<file path="config.mk">
export PLATFORM = sky130hd
export DESIGN_NAME = dirty_range_coalescer
export DESIGN_NICKNAME = d
export VERILOG_FILES = /design/src/dcr_pkg.sv /design/src/dcr_controller.sv /design/src/dcr_datapath.sv /design/src/dirty_range_coalescer.sv
export SDC_FILE = /design/constraint.sdc
export NUM_CORES = 2
export LEC_CHECK = 0
export BUFFER_PORTS_ARGS = -buffer_cell sky130_fd_sc_hd__buf_4
export CORE_MARGIN = 2
export CORE_UTILIZATION = 25
export CTS_CLUSTER_DIAMETER = 50
export DETAILED_ROUTE_END_ITERATION = 16
export PLACE_DENSITY = 0.41
export SETUP_SLACK_MARGIN = 0.05
export SLEW_MARGIN = 20
export SYNTH_ARGS = -nofsm -noshare
export SYNTH_HDL_FRONTEND = slang
export SYNTH_SLANG_ARGS = --single-unit
export TNS_END_PERCENT = 20
</file>
<file path="constraint.sdc">
create_clock -name clock -period 16.9 [get_ports clock]
set_clock_uncertainty 0.15 [all_clocks]
set_input_delay 3.38 -clock clock [delete_from_list [all_inputs] [get_ports clock]]
set_output_delay 3.38 -clock clock [all_outputs]
set_load 0.03 [all_outputs]
</file>
<file path="src/dcr_pkg.sv">
package dcr_pkg;

   localparam int ADDR_BITS = 48;
   localparam int MAX_RANGES_DEFAULT = 16;
   localparam int PAD_BYTES_DEFAULT = 256;

   localparam int CSR_IDX_BITS = 2;
   localparam int CSR_DATA_BITS = ADDR_BITS;

   localparam logic [CSR_IDX_BITS-1:0] CSR_BUFFER_LENGTH = 2'd0;
   localparam logic [CSR_IDX_BITS-1:0] CSR_CPU_BACKED = 2'd1;
   localparam logic [CSR_IDX_BITS-1:0] CSR_FIRST_FRAME = 2'd2;

   localparam logic OP_MARK = 1'b0;
   localparam logic OP_DRAIN = 1'b1;

   localparam logic [1:0] ST_OK = 2'd0;
   localparam logic [1:0] ST_INVALID = 2'd1;
   localparam logic [1:0] ST_BOUNDS = 2'd2;
   localparam logic [1:0] ST_TABLE_FULL = 2'd3;

   typedef struct packed {
      logic                 opcode;
      logic [ADDR_BITS-1:0] offset;
      logic [ADDR_BITS-1:0] count;
   } req_word_type;

   typedef struct packed {
      logic [1:0]           status;
      logic                 notify_device;
      logic                 range_valid;
      logic [ADDR_BITS-1:0] range_start;
      logic [ADDR_BITS-1:0] range_end;
      logic                 last;
   } rsp_word_type;

   // controller -> datapath
   typedef struct packed {
      logic load;
      logic check;
      logic reject;
      logic full;
      logic pad;
      logic scan;
      logic finish;
      logic drain;
   } ctl_cmd_type;

   // datapath -> controller
   typedef struct packed {
      logic is_drain;
      logic chk_done;
      logic chk_full;
      logic scan_done;
      logic drain_last;
   } dp_sts_type;

endpackage

</file>
<file path="src/dcr_controller.sv">
module dcr_controller (
   input  logic                clock,
   input  logic                reset,
   input  logic                start,
   output logic                busy,
   input  dcr_pkg::dp_sts_type sts,
   output dcr_pkg::ctl_cmd_type cmd
);

   typedef enum logic [2:0] {
      S_IDLE,
      S_CHECK,
      S_PAD,
      S_SCAN,
      S_FINISH,
      S_DRAIN
   } state_type;

   state_type state_ff, state_in;
   logic      busy_ff;

   always_comb begin
      state_in = state_ff;
      cmd = '0;
      unique case (state_ff)
         S_IDLE: begin
            if (start) begin
               cmd.load = 1'b1;
               state_in = S_CHECK;
            end
         end
         S_CHECK: begin
            if (sts.is_drain) begin
               state_in = S_DRAIN;
            end else begin
               cmd.check = 1'b1;
               state_in = S_PAD;
            end
         end
         S_PAD: begin
            if (sts.chk_done) begin
               cmd.reject = 1'b1;
               state_in = S_IDLE;
            end else if (sts.chk_full) begin
               cmd.full = 1'b1;
               state_in = S_IDLE;
            end else begin
               cmd.pad = 1'b1;
               state_in = S_SCAN;
            end
         end
         S_SCAN: begin
            cmd.scan = 1'b1;
            if (sts.scan_done) begin
               state_in = S_FINISH;
            end
         end
         S_FINISH: begin
            cmd.finish = 1'b1;
            state_in = S_IDLE;
         end
         S_DRAIN: begin
            cmd.drain = 1'b1;
            if (sts.drain_last) begin
               state_in = S_IDLE;
            end
         end
         default: begin
            state_in = S_IDLE;
         end
      endcase
   end

   always_ff @(posedge clock) begin
      if (reset) begin
         state_ff <= S_IDLE;
         busy_ff <= 1'b0;
      end else begin
         state_ff <= state_in;
         busy_ff <= (state_in != S_IDLE);
      end
   end

   assign busy = busy_ff;

endmodule

</file>
<file path="src/dcr_datapath.sv">
module dcr_datapath #(
   parameter int MAX_RANGES = dcr_pkg::MAX_RANGES_DEFAULT,
   parameter int PAD_BYTES = dcr_pkg::PAD_BYTES_DEFAULT
) (
   input  logic                                clock,
   input  logic                                reset,
   input  logic                                csr_we,
   input  logic [dcr_pkg::CSR_IDX_BITS-1:0]    csr_index,
   input  logic [dcr_pkg::CSR_DATA_BITS-1:0]   csr_wdata,
   input  dcr_pkg::req_word_type               req_word,
   input  dcr_pkg::ctl_cmd_type                cmd,
   output dcr_pkg::dp_sts_type                 sts,
   output logic                                rsp_valid,
   output dcr_pkg::rsp_word_type               rsp_word
);

   localparam int AW = dcr_pkg::ADDR_BITS;
   localparam int CW = $clog2(MAX_RANGES + 1);
   localparam int IW = (MAX_RANGES > 1) ? $clog2(MAX_RANGES) : 1;
   localparam int EW = AW + 18;
   localparam logic [EW-1:0] PAD_X = EW'(PAD_BYTES);
   localparam logic [CW-1:0] MAX_C = CW'(MAX_RANGES);
   localparam logic [CW-1:0] ONE_C = CW'(1);

   // configuration
   logic [AW-1:0] len_ff, len_in;
   logic          cpu_backed_ff, cpu_backed_in;
   logic          first_frame_ff, first_frame_in;

   // latched request and check results
   dcr_pkg::req_word_type req_ff, req_in;
   logic [1:0]    chk_status_ff, chk_status_in;
   logic          chk_done_ff, chk_done_in;
   logic          chk_full_ff, chk_full_in;
   logic [AW-1:0] end_ff, end_in;
   logic [AW-1:0] lo_ff, lo_in;
   logic [AW-1:0] hi_ff, hi_in;
   logic [AW-1:0] acc_lo_ff, acc_lo_in;
   logic [AW-1:0] acc_hi_ff, acc_hi_in;
   logic [IW-1:0] slot_ff, slot_in;

   // walk control
   logic [CW-1:0] rd_ptr_ff, rd_ptr_in;
   logic [CW-1:0] wr_ptr_ff, wr_ptr_in;
   logic [CW-1:0] proc_idx_ff, proc_idx_in;
   logic          proc_v_ff, proc_v_in;
   logic          found_ff, found_in;

   // table state
   logic [CW-1:0] count_ff, count_in;
   logic          pending_ff, pending_in;
   logic          full_copy_ff, full_copy_in;

   logic                  rsp_valid_ff, rsp_valid_in;
   dcr_pkg::rsp_word_type rsp_word_ff, rsp_word_in;

   // range table
   logic [AW-1:0] start_mem [MAX_RANGES];
   logic [AW-1:0] end_mem [MAX_RANGES];
   logic [AW-1:0] rd_start_ff;
   logic [AW-1:0] rd_end_ff;
   logic          mem_we;
   logic [IW-1:0] mem_waddr;
   logic [AW-1:0] mem_wstart;
   logic [AW-1:0] mem_wend;
   logic          mem_re;
   logic [IW-1:0] mem_raddr;

   // combinational temporaries
   logic [AW:0]   sum;
   logic          perm_ok;
   logic          oob;
   logic [EW-1:0] off_x;
   logic [EW-1:0] lo_diff;
   logic [EW-1:0] hi_sum;
   logic          issue;
   logic          match;
   logic          drain_last;

   assign drain_last = (count_ff == '0) ||
                       (proc_v_ff && (proc_idx_ff == (count_ff - ONE_C)));

   always_comb begin
      len_in = len_ff;
      cpu_backed_in = cpu_backed_ff;
      first_frame_in = first_frame_ff;
      req_in = req_ff;
      chk_status_in = chk_status_ff;
      chk_done_in = chk_done_ff;
      chk_full_in = chk_full_ff;
      end_in = end_ff;
      lo_in = lo_ff;
      hi_in = hi_ff;
      acc_lo_in = acc_lo_ff;
      acc_hi_in = acc_hi_ff;
      slot_in = slot_ff;
      rd_ptr_in = rd_ptr_ff;
      wr_ptr_in = wr_ptr_ff;
      proc_idx_in = proc_idx_ff;
      proc_v_in = proc_v_ff;
      found_in = found_ff;
      count_in = count_ff;
      pending_in = pending_ff;
      full_copy_in = full_copy_ff;
      rsp_valid_in = 1'b0;
      rsp_word_in = rsp_word_ff;
      mem_we = 1'b0;
      mem_waddr = '0;
      mem_wstart = '0;
      mem_wend = '0;
      mem_re = 1'b0;
      mem_raddr = rd_ptr_ff[IW-1:0];

      sum = {1'b0, req_ff.offset} + {1'b0, req_ff.count};
      perm_ok = cpu_backed_ff ||
                (first_frame_ff && (req_ff.offset == '0) && (req_ff.count == '0));
      oob = (req_ff.offset >= len_ff) || (sum > {1'b0, len_ff});
      off_x = EW'(req_ff.offset);
      lo_diff = off_x - PAD_X;
      hi_sum = EW'(end_ff) + PAD_X;
      issue = (rd_ptr_ff < count_ff);
      match = (hi_ff >= rd_start_ff) && (lo_ff <= rd_end_ff);

      if (csr_we) begin
         unique case (csr_index)
            dcr_pkg::CSR_BUFFER_LENGTH: len_in = csr_wdata[AW-1:0];
            dcr_pkg::CSR_CPU_BACKED: cpu_backed_in = csr_wdata[0];
            dcr_pkg::CSR_FIRST_FRAME: first_frame_in = csr_wdata[0];
            default: ;
         endcase
      end

      if (cmd.load) begin
         req_in = req_word;
         rd_ptr_in = '0;
         wr_ptr_in = '0;
         proc_v_in = 1'b0;
         found_in = 1'b0;
      end

      if (cmd.check) begin
         chk_status_in = !perm_ok ? dcr_pkg::ST_INVALID :
                         oob ? dcr_pkg::ST_BOUNDS : dcr_pkg::ST_OK;
         chk_done_in = !perm_ok || oob || full_copy_ff;
         chk_full_in = (req_ff.offset == '0) &&
                       ((req_ff.count == '0) || (req_ff.count == len_ff));
         end_in = (req_ff.count == '0) ? len_ff : sum[AW-1:0];
         lo_in = (off_x > PAD_X) ? lo_diff[AW-1:0] : '0;
      end

      if (cmd.reject) begin
         rsp_valid_in = 1'b1;
         rsp_word_in = '0;
         rsp_word_in.status = chk_status_ff;
         rsp_word_in.last = 1'b1;
      end

      // whole-buffer mark: table collapses to one range
      if (cmd.full) begin
         mem_we = 1'b1;
         mem_waddr = '0;
         mem_wstart = '0;
         mem_wend = len_ff;
         count_in = ONE_C;
         full_copy_in = 1'b1;
         pending_in = 1'b1;
         rsp_valid_in = 1'b1;
         rsp_word_in = '0;
         rsp_word_in.status = dcr_pkg::ST_OK;
         rsp_word_in.notify_device = !pending_ff;
         rsp_word_in.last = 1'b1;
      end

      if (cmd.pad) begin
         hi_in = (hi_sum > EW'(len_ff)) ? len_ff : hi_sum[AW-1:0];
         acc_lo_in = lo_ff;
         acc_hi_in = (hi_sum > EW'(len_ff)) ? len_ff : hi_sum[AW-1:0];
      end

      // compacting walk: unmatched entries slide down to wr_ptr, all matches
      // fold into the accumulator that lands in the first matched slot
      if (cmd.scan) begin
         if (issue) begin
            mem_re = 1'b1;
            rd_ptr_in = rd_ptr_ff + ONE_C;
         end
         proc_v_in = issue;
         if (proc_v_ff) begin
            if (match) begin
               if (rd_start_ff < acc_lo_ff) acc_lo_in = rd_start_ff;
               if (rd_end_ff > acc_hi_ff) acc_hi_in = rd_end_ff;
               if (!found_ff) begin
                  found_in = 1'b1;
                  slot_in = wr_ptr_ff[IW-1:0];
                  wr_ptr_in = wr_ptr_ff + ONE_C;
               end
            end else begin
               mem_we = 1'b1;
               mem_waddr = wr_ptr_ff[IW-1:0];
               mem_wstart = rd_start_ff;
               mem_wend = rd_end_ff;
               wr_ptr_in = wr_ptr_ff + ONE_C;
            end
         end
      end

      if (cmd.finish) begin
         rsp_valid_in = 1'b1;
         rsp_word_in = '0;
         rsp_word_in.last = 1'b1;
         if (found_ff) begin
            mem_we = 1'b1;
            mem_waddr = slot_ff;
            mem_wstart = acc_lo_ff;
            mem_wend = acc_hi_ff;
            count_in = wr_ptr_ff;
            pending_in = 1'b1;
            rsp_word_in.status = dcr_pkg::ST_OK;
            rsp_word_in.notify_device = !pending_ff;
         end else if (wr_ptr_ff >= MAX_C) begin
            rsp_word_in.status = dcr_pkg::ST_TABLE_FULL;
         end else begin
            mem_we = 1'b1;
            mem_waddr = wr_ptr_ff[IW-1:0];
            mem_wstart = lo_ff;
            mem_wend = hi_ff;
            count_in = wr_ptr_ff + ONE_C;
            pending_in = 1'b1;
            rsp_word_in.status = dcr_pkg::ST_OK;
            rsp_word_in.notify_device = !pending_ff;
         end
      end

      if (cmd.drain) begin
         if (issue) begin
            mem_re = 1'b1;
            rd_ptr_in = rd_ptr_ff + ONE_C;
         end
         proc_v_in = issue;
         proc_idx_in = rd_ptr_ff;
         if (count_ff == '0) begin
            rsp_valid_in = 1'b1;
            rsp_word_in = '0;
            rsp_word_in.last = 1'b1;
         end else if (proc_v_ff) begin
            rsp_valid_in = 1'b1;
            rsp_word_in = '0;
            rsp_word_in.range_valid = 1'b1;
            rsp_word_in.range_start = rd_start_ff;
            rsp_word_in.range_end = rd_end_ff;
            rsp_word_in.last = drain_last;
         end
         if (drain_last) begin
            count_in = '0;
            pending_in = 1'b0;
            full_copy_in = 1'b0;
         end
      end
   end

   always_ff @(posedge clock) begin
      if (reset) begin
         len_ff <= '0;
         cpu_backed_ff <= 1'b0;
         first_frame_ff <= 1'b1;
         rd_ptr_ff <= '0;
         wr_ptr_ff <= '0;
         proc_v_ff <= 1'b0;
         found_ff <= 1'b0;
         count_ff <= '0;
         pending_ff <= 1'b0;
         full_copy_ff <= 1'b0;
         rsp_valid_ff <= 1'b0;
      end else begin
         len_ff <= len_in;
         cpu_backed_ff <= cpu_backed_in;
         first_frame_ff <= first_frame_in;
         rd_ptr_ff <= rd_ptr_in;
         wr_ptr_ff <= wr_ptr_in;
         proc_v_ff <= proc_v_in;
         found_ff <= found_in;
         count_ff <= count_in;
         pending_ff <= pending_in;
         full_copy_ff <= full_copy_in;
         rsp_valid_ff <= rsp_valid_in;
      end
   end

   always_ff @(posedge clock) begin
      req_ff <= req_in;
      chk_status_ff <= chk_status_in;
      chk_done_ff <= chk_done_in;
      chk_full_ff <= chk_full_in;
      end_ff <= end_in;
      lo_ff <= lo_in;
      hi_ff <= hi_in;
      acc_lo_ff <= acc_lo_in;
      acc_hi_ff <= acc_hi_in;
      slot_ff <= slot_in;
      proc_idx_ff <= proc_idx_in;
      rsp_word_ff <= rsp_word_in;
   end

   always_ff @(posedge clock) begin
      if (mem_we) begin
         start_mem[mem_waddr] <= mem_wstart;
         end_mem[mem_waddr] <= mem_wend;
      end
      if (mem_re) begin
         rd_start_ff <= start_mem[mem_raddr];
         rd_end_ff <= end_mem[mem_raddr];
      end
   end

   always_comb begin
      sts.is_drain = (req_ff.opcode == dcr_pkg::OP_DRAIN);
      sts.chk_done = chk_done_ff;
      sts.chk_full = chk_full_ff;
      sts.scan_done = (rd_ptr_ff == count_ff) && !proc_v_ff;
      sts.drain_last = drain_last;
   end

   assign rsp_valid = rsp_valid_ff;
   assign rsp_word = rsp_word_ff;

   a_count_bounded: assert property (@(posedge clock) disable iff (reset)
      count_ff <= MAX_C)
      else $error("range count beyond table depth");

   a_compact_behind_read: assert property (@(posedge clock) disable iff (reset)
      wr_ptr_ff <= rd_ptr_ff)
      else $error("compaction write pointer overtook read pointer");

endmodule

</file>
<file path="src/dirty_range_coalescer.sv">
// Dirty range coalescer. A word is taken when start is high and busy is low;
// busy then stays high until the cycle in which the last result of that word
// is shown. Results appear on rsp_word for exactly one cycle with rsp_valid
// high and cannot be held off. A mark gives its single result after a walk
// that reads one table entry per cycle from the range memory and writes the
// compacted table back through its one write port; a rejected mark or a
// whole-buffer mark gives its result without the walk. A drain gives the N
// pending ranges of the table oldest first on consecutive cycles; with an
// empty table it gives one empty result.
// The csr_ registers may be written only while busy is low.
module dirty_range_coalescer #(
   parameter int MAX_RANGES = dcr_pkg::MAX_RANGES_DEFAULT,
   parameter int PAD_BYTES = dcr_pkg::PAD_BYTES_DEFAULT
) (
   input  logic                              clock,
   input  logic                              reset,
   input  logic                              start,
   output logic                              busy,
   input  dcr_pkg::req_word_type             req_word,
   output logic                              rsp_valid,
   output dcr_pkg::rsp_word_type             rsp_word,
   input  logic                              csr_we,
   input  logic [dcr_pkg::CSR_IDX_BITS-1:0]  csr_index,
   input  logic [dcr_pkg::CSR_DATA_BITS-1:0] csr_wdata
);

   dcr_pkg::ctl_cmd_type cmd;
   dcr_pkg::dp_sts_type  sts;

   dcr_controller u_ctl (
      .clock (clock),
      .reset (reset),
      .start (start),
      .busy  (busy),
      .sts   (sts),
      .cmd   (cmd)
   );

   dcr_datapath #(
      .MAX_RANGES (MAX_RANGES),
      .PAD_BYTES  (PAD_BYTES)
   ) u_dp (
      .clock     (clock),
      .reset     (reset),
      .csr_we    (csr_we),
      .csr_index (csr_index),
      .csr_wdata (csr_wdata),
      .req_word  (req_word),
      .cmd       (cmd),
      .sts       (sts),
      .rsp_valid (rsp_valid),
      .rsp_word  (rsp_word)
   );

   a_done_with_result: assert property (@(posedge clock) disable iff (reset)
      $fell(busy) |-> rsp_valid)
      else $error("busy dropped without a result");

   a_last_ends_busy: assert property (@(posedge clock) disable iff (reset)
      (rsp_valid && rsp_word.last) |-> !busy)
      else $error("final result shown while still busy");

   a_more_keeps_busy: assert property (@(posedge clock) disable iff (reset)
      (rsp_valid && !rsp_word.last) |-> busy)
      else $error("non-final result shown while idle");

endmodule

</file>
# Word-level counts from Yosys, hierarchy flattened

Memory sizes are Yosys's and may differ from the RTL's. A register that Yosys moved wholly into a read port is not among the register bits.
Index checks and enable logic that the tools add are counted.

Register bits after elaboration: 525
Bits in latches: 0
Bits in writable memories: 1536
Memory bits (read-only): 0
Bits of input ports: 151
Output and inout bits: 103
Memories kept: 2

Add/sub/neg operators: 6
Multiply operators: 0
Div/mod/pow operators: 0
Magnitude comparators: 10
Equality and inequality tests: 10
Shifts and indexed selects: 0
Mux-type cells: 112
Bitwise gates (word level): 1
Reduce and logical (&&, ||, !) cells: 26

Memories:

| memory         | depth | width | rd ports | clocked after memory_dff | write ports | RTL line           | RTL |
|---|---|---|---|---|---|---|---|
| u_dp.end_mem   | 16    | 48    | 1        | 1                        | 1           | dcr_datapath.sv:59 | `logic [AW-1:0] end_mem [MAX_RANGES];` |
| u_dp.start_mem | 16    | 48    | 1        | 1                        | 1           | dcr_datapath.sv:58 | `logic [AW-1:0] start_mem [MAX_RANGES];` |

Operators with widths:

| cell                                                            | number |
|---|---|
| two-way mux 48 bit                                              | 25 |
| two-way mux 101 bit                                             | 6 |
| >= comparator 48 bit                                            | 2 |
| logical NOT 48 bit                                              | 2 |
| two-way mux 5 bit                                               | 16 |
| greater-than comparator 66 x 48 -> 1 bit                        | 1 |
| adder 48 x 48 -> 49 bit                                         | 1 |
| adder 48 x 9 -> 49 bit (second input constant)                  | 1 |
| greater-than comparator 49 x 48 -> 1 bit                        | 1 |
| equality test 48 bit                                            | 1 |
| greater-than comparator 48 bit                                  | 1 |
| greater-than comparator 48 x 9 -> 1 bit (second input constant) | 1 |
| less-or-equal comparator 48 bit                                 | 1 |
| < comparator 48 bit                                             | 1 |
| subtractor 48 x 9 -> 48 bit (second input constant)             | 1 |
| two-way mux 1 bit                                               | 47 |
| two-way mux 4 bit                                               | 6 |
| two-way mux 3 bit                                               | 6 |
| case mux 3 bit (5 select lines)                                 | 1 |
| adder 5 x 1 -> 5 bit (second input constant)                    | 2 |
| equality test 5 bit                                             | 2 |
| two-way mux 2 bit                                               | 5 |
| equality test 3 x 2 -> 1 bit (second input constant)            | 2 |
| equality test 3 bit (second input constant)                     | 2 |
| other kinds (16)                                                | 31 |

# Depth between registers and ports, before layout

Depth in word-level cells: 12
Gate-level depth with buffers: 21

# By module

From an unflattened synthesis, not the netlist that was laid out.

Cell total of the unflattened synthesis: 6066
Area, all modules: 95522.9 sq um

Modules (own cells, without submodules):

| module         | instances | cells an instance | area an instance (sq um) | seq. area each (sq um) |
|---|---|---|---|---|
| dcr_datapath   | 1         | 6030              | 95231.3                  | 61979.4 |
| dcr_controller | 1         | 36                | 291.5                    | 80.1 |

# Worst setup path before layout

No wires, ideal clock.

Kind: register to register
Start: reg u_dp.rd_end_ff[47], read port of u_dp.end_mem
End: mem u_dp.end_mem[9][0] in the netlist's numbering, enable pin
Library setup time: 0.787 ns
Data arrival time: 11.689 ns
Data required time: 15.963 ns
Slack: 4.274 ns
Cell stages (with the launch flop): 13
Buffers on the path: 1
Clock period less this slack: 12.626 ns
Path through: edfxtp_1 -> inv_1 -> ha_1 -> nand4_1 -> nor2_1 -> nand2_1 -> or4_1 -> a31oi_1 -> o21ai_2 -> a21oi_2 -> clkbuf_1 -> a31oi_1 -> nor4_1

Word-level cells in the longest chain between the ends: 10
Elaborated cells between the ends (all ways): 16
Classes of those cells: 1 x order compare; 14 x mux; 1 x reduce/logical

Ends and longest elaborated chain:

| what                                    | RTL line            | RTL |
|---|---|---|
| start, declared                         | dcr_datapath.sv:61  | `logic [AW-1:0] rd_end_ff;` |
| less-or-equal comparator 48 bit (*)     | dcr_datapath.sv:122 | `match = (hi_ff >= rd_start_ff) && (lo_ff <= rd_end_ff);` |
| logical AND 1 bit (*)                   | dcr_datapath.sv:122 |  |
| two-way mux 1 bit                       | dcr_datapath.sv:189 | `if (match) begin` |
| two-way mux 1 bit                       | dcr_datapath.sv:188 | `if (proc_v_ff) begin` |
| two-way mux 1 bit                       | dcr_datapath.sv:182 | `if (cmd.scan) begin` |
| two-way mux 1 bit                       | dcr_datapath.sv:220 | `end else if (wr_ptr_ff >= MAX_C) begin` |
| two-way mux 1 bit                       | dcr_datapath.sv:211 | `if (found_ff) begin` |
| two-way mux 1 bit                       | dcr_datapath.sv:207 | `if (cmd.finish) begin` |
| two-way mux 1 bit                       | dcr_datapath.sv:305 | `if (mem_we) begin` |
| two-way mux 1 bit (not written as such) | dcr_datapath.sv:307 | `end_mem[mem_waddr] <= mem_wend;` |
| end, declared                           | dcr_datapath.sv:59  |  |

Every way passes the cells marked *; elsewhere a longest branch is shown, timed or not.

# Worst setup path after layout

Start: reg u_dp.rd_end_ff[13], read port of u_dp.end_mem
End: mem u_dp.start_mem[4][24] in the netlist's numbering, enable pin

Word-level cells in the longest chain between the ends: 10
Elaborated cells between the ends (all ways): 16
Classes of those cells: 1 x order compare; 14 x mux; 1 x reduce/logical

Ends and longest elaborated chain:

| what                                    | RTL line            | RTL |
|---|---|---|
| less-or-equal comparator 48 bit (*)     | dcr_datapath.sv:122 |  |
| logical AND 1 bit (*)                   | dcr_datapath.sv:122 |  |
| two-way mux 1 bit                       | dcr_datapath.sv:189 |  |
| two-way mux 1 bit                       | dcr_datapath.sv:188 |  |
| two-way mux 1 bit                       | dcr_datapath.sv:182 |  |
| two-way mux 1 bit                       | dcr_datapath.sv:220 |  |
| two-way mux 1 bit                       | dcr_datapath.sv:211 |  |
| two-way mux 1 bit                       | dcr_datapath.sv:207 |  |
| two-way mux 1 bit                       | dcr_datapath.sv:305 |  |
| two-way mux 1 bit (not written as such) | dcr_datapath.sv:306 | `start_mem[mem_waddr] <= mem_wstart;` |
| end, declared                           | dcr_datapath.sv:58  |  |

Marks and branches as above.

==> impl_results.md <==
- Crit Path Max Fanout: 38
- Syn Inst Count: 5990
- Most common cell on crit path: buf_4
- Final Net Count: around 7000
- Final min period: ~7.1 ns
- Routed wire per std cell: 32.3 um
- Detail Route Antenna Nets: 0
- Worst-path cell chain: inv_1, ha_1, nand4_1, nor4_1, a21boi_0, o41ai_1, a31oi_1, o21ai_2, a21oi_4, a32oi_1, a221oi_4, buf_4, buf_4, buf_4
- Row Count: between 200 and 250
- Leak Pwr: roughly 40 nW
- Final Slew Violations: 0
- WP data arrival: 7.42 ns
- Boundary Pins: around 250
- Gates resized, CTS repair: 0
- Final hold violations: 0
- Post-synth ARST share: 0%
- Post-synthesis register bit count: between 2000 and 2500
- Setup CP Type: reg2reg
- Clock Pin Slew Worst Setup and Hold Paths: ~0.050 ns
- Number of flops mapped to enable cells by yosys: approximately 1900
- Register area share after synthesis: 65.3%
- Yosys Warn Count: 0
- Largest net degree at the start of global routing: around 140
- H-tree depth: 5
- Crit end category: flop
- TritonCTS clock tree: built
- Synth Area per Inst: 15.9 um^2
- Drt via density: ~5
- Post-CTS Setup Bufs: 0
- Vias in the first global route: a little under 60000
- Max_cap viols: 0
- Top FF cell, synth: edfxtp_1
- Drt first-iter violations: approximately 6300
- Max-slew headroom: about a tenth
- Fmax: around 140 MHz
- Startpoint Class: flop
- Total clock buffers created by CTS: between 300 and 400
- Setup violations, final: 0
- GR Overflow Total: 0
- GRT Total Usage: between 10% and 20%
- CP delay by family, top: compound AO/OA/AOI/OAI gates
- Area growth syn-to-layout: 20.1%
- CTS Root Cell: clkbuf_16
- DP HPWL: 260000 um
- Hold-fix buffers, CTS: 0
- Required time of the worst setup path: approximately 17 ns
- Clk sinks: around 2200
- Most common cell after layout, fill and taps aside: edfxtp_1
- # port buffers: around 250
- Status: finished, final reports clean
- FF-to-FF setup slack: around 9.8 ns
- First-pass GRT wire length: between 500000 and 600000 um
- Die X: approximately 620 um
- Tightest Hold Check Type: reg2reg
- VDD IR max: ~0.000083 V
- Total iterations of the first detailed-routing run: 6
- CTS Buffer Depth: 4
- Pwr/cell area: roughly 120 mW/mm^2
- Core Box Area: 0.379 mm^2
- Hold_ws: about 0.34 ns
- Worst Tran Pin Value: approximately 1.3 ns
- Period utilization: around two fifths
- Antenna violations before repair: 51
- DRT Wirelength: approximately 380000 um
- Placed insts: ~11000
- Routed vias: 59049
- Gpl congestion: between 0.9 and 1
- Height of the die: roughly 620 um
- Unique cell type count in the Yosys netlist: just over 80
- Total negative setup slack: 0 ns
- Post-Syn Nets: 6537
- Highest-count cells in the layout ignoring fill and taps: edfxtp_1 (1886), mux4_2 (480), buf_4 (440)
- Die area: a little under 0.4 mm^2
- Cell Area, Synth: roughly 0.095 mm^2
- CP max stage delay: about 0.78 ns
- Buf/Inv on CP: 4
- Share of cells above drive strength 1: between 20% and 30%
- Initial Util: about a quarter
- DRC Markers: 0
- RSZ-0062 raised after global routing: false
- Layout Cells excl Fill: around 12000
- Clk Latency, worst-skew pair: 0.94 ns
- Worst path slowest cell: nor4_1
area by class of cell:
type	count	area, um^2
Antenna cell	15	37.5
Clock buffer	355	8020
Clock inverter	204	2040
Fill cell	37382	265000
Inverter	317	1190
Multi-Input combinational cell	3240	30900
Sequential cell	2157	62100
Tap cell	5016	6280
Timing Repair Buffer	451	3540
synthesized netlist by cell type (all sizes together) (101+ instances only):
library cell  number  area share (%)
nor2             258             1.0
edfxtp          1886              60
nand3            113            0.60
ha               395             5.2
dfxtp            271             5.7
clkbuf           217            0.86
xnor2            110             1.0
mux2i            142             1.5
inv              317             1.3
a22oi            101            0.80
o21ai            217             1.1
mux4             480              11
nand2            292             1.2
a21oi            214             1.1
cell families after synthesis:
logic type               share of synthesized area [%]
XOR/XNOR                                          1.50
AO/OA/AOI/OAI                                     6.84
flip-flops                                        65.3
adder cells (fa/ha/maj)                           5.22
buffers and inverters                             2.42
AND/OR/NAND/NOR                                   5.30
multiplexers                                      13.4
routing by layer:
| metal | vias up | global-route usage (%) | part of all wire [%] |
|---|---|---|---|
| li1 | 24812 | - | - |
| met1 | 31452 | 26.4 | 44 |
| met2 | 2276 | 30.7 | 46 |
| met3 | 509 | 2.73 | 5.8 |
| met4 | 0 | 7.50 | 4.1 |
| met5 | - | 0 | 0 |
path summary, 6_finish.rpt:
check                          start  depth (start not counted)                     to
setup / recovery  u_dp.rd_end_ff[13]                         14  u_dp.start_mem[4][24]
hold / removal       u_dp.pending_ff                          2        u_dp.pending_ff
hold reg to reg      u_dp.pending_ff                          2        u_dp.pending_ff
setup reg to reg  u_dp.rd_end_ff[13]                         14  u_dp.start_mem[4][24]
report_power, final:
group,switching (mW),internal [mW],leakage [nW]
clock,2.59,3.78,4.85
combinational,0.822,0.478,14.2
sequential,0.170,5.93,20.5
stage by stage:
stage	power (mW)	instance area [um^2]	util [%]	setup slack, ns
6_report	13.8	114000	30.1	9.81
5_1_grt	14.2	114000	30.1	9.53
3_3_place_gp	7.49	104000	27.4	9.45
4_1_cts	13.9	114000	30.1	9.84
3_5_place_dp	7.47	104000	27.4	9.93
2_1_floorplan	6.91	95000	-	4.27
tightest hold or removal path: stages, from the launching register on:
cell,delay [ns]
dfxtp_1,0.33
nor2_1,0.05
nor2_1,0.07
(Power assumes the default switching activity.)
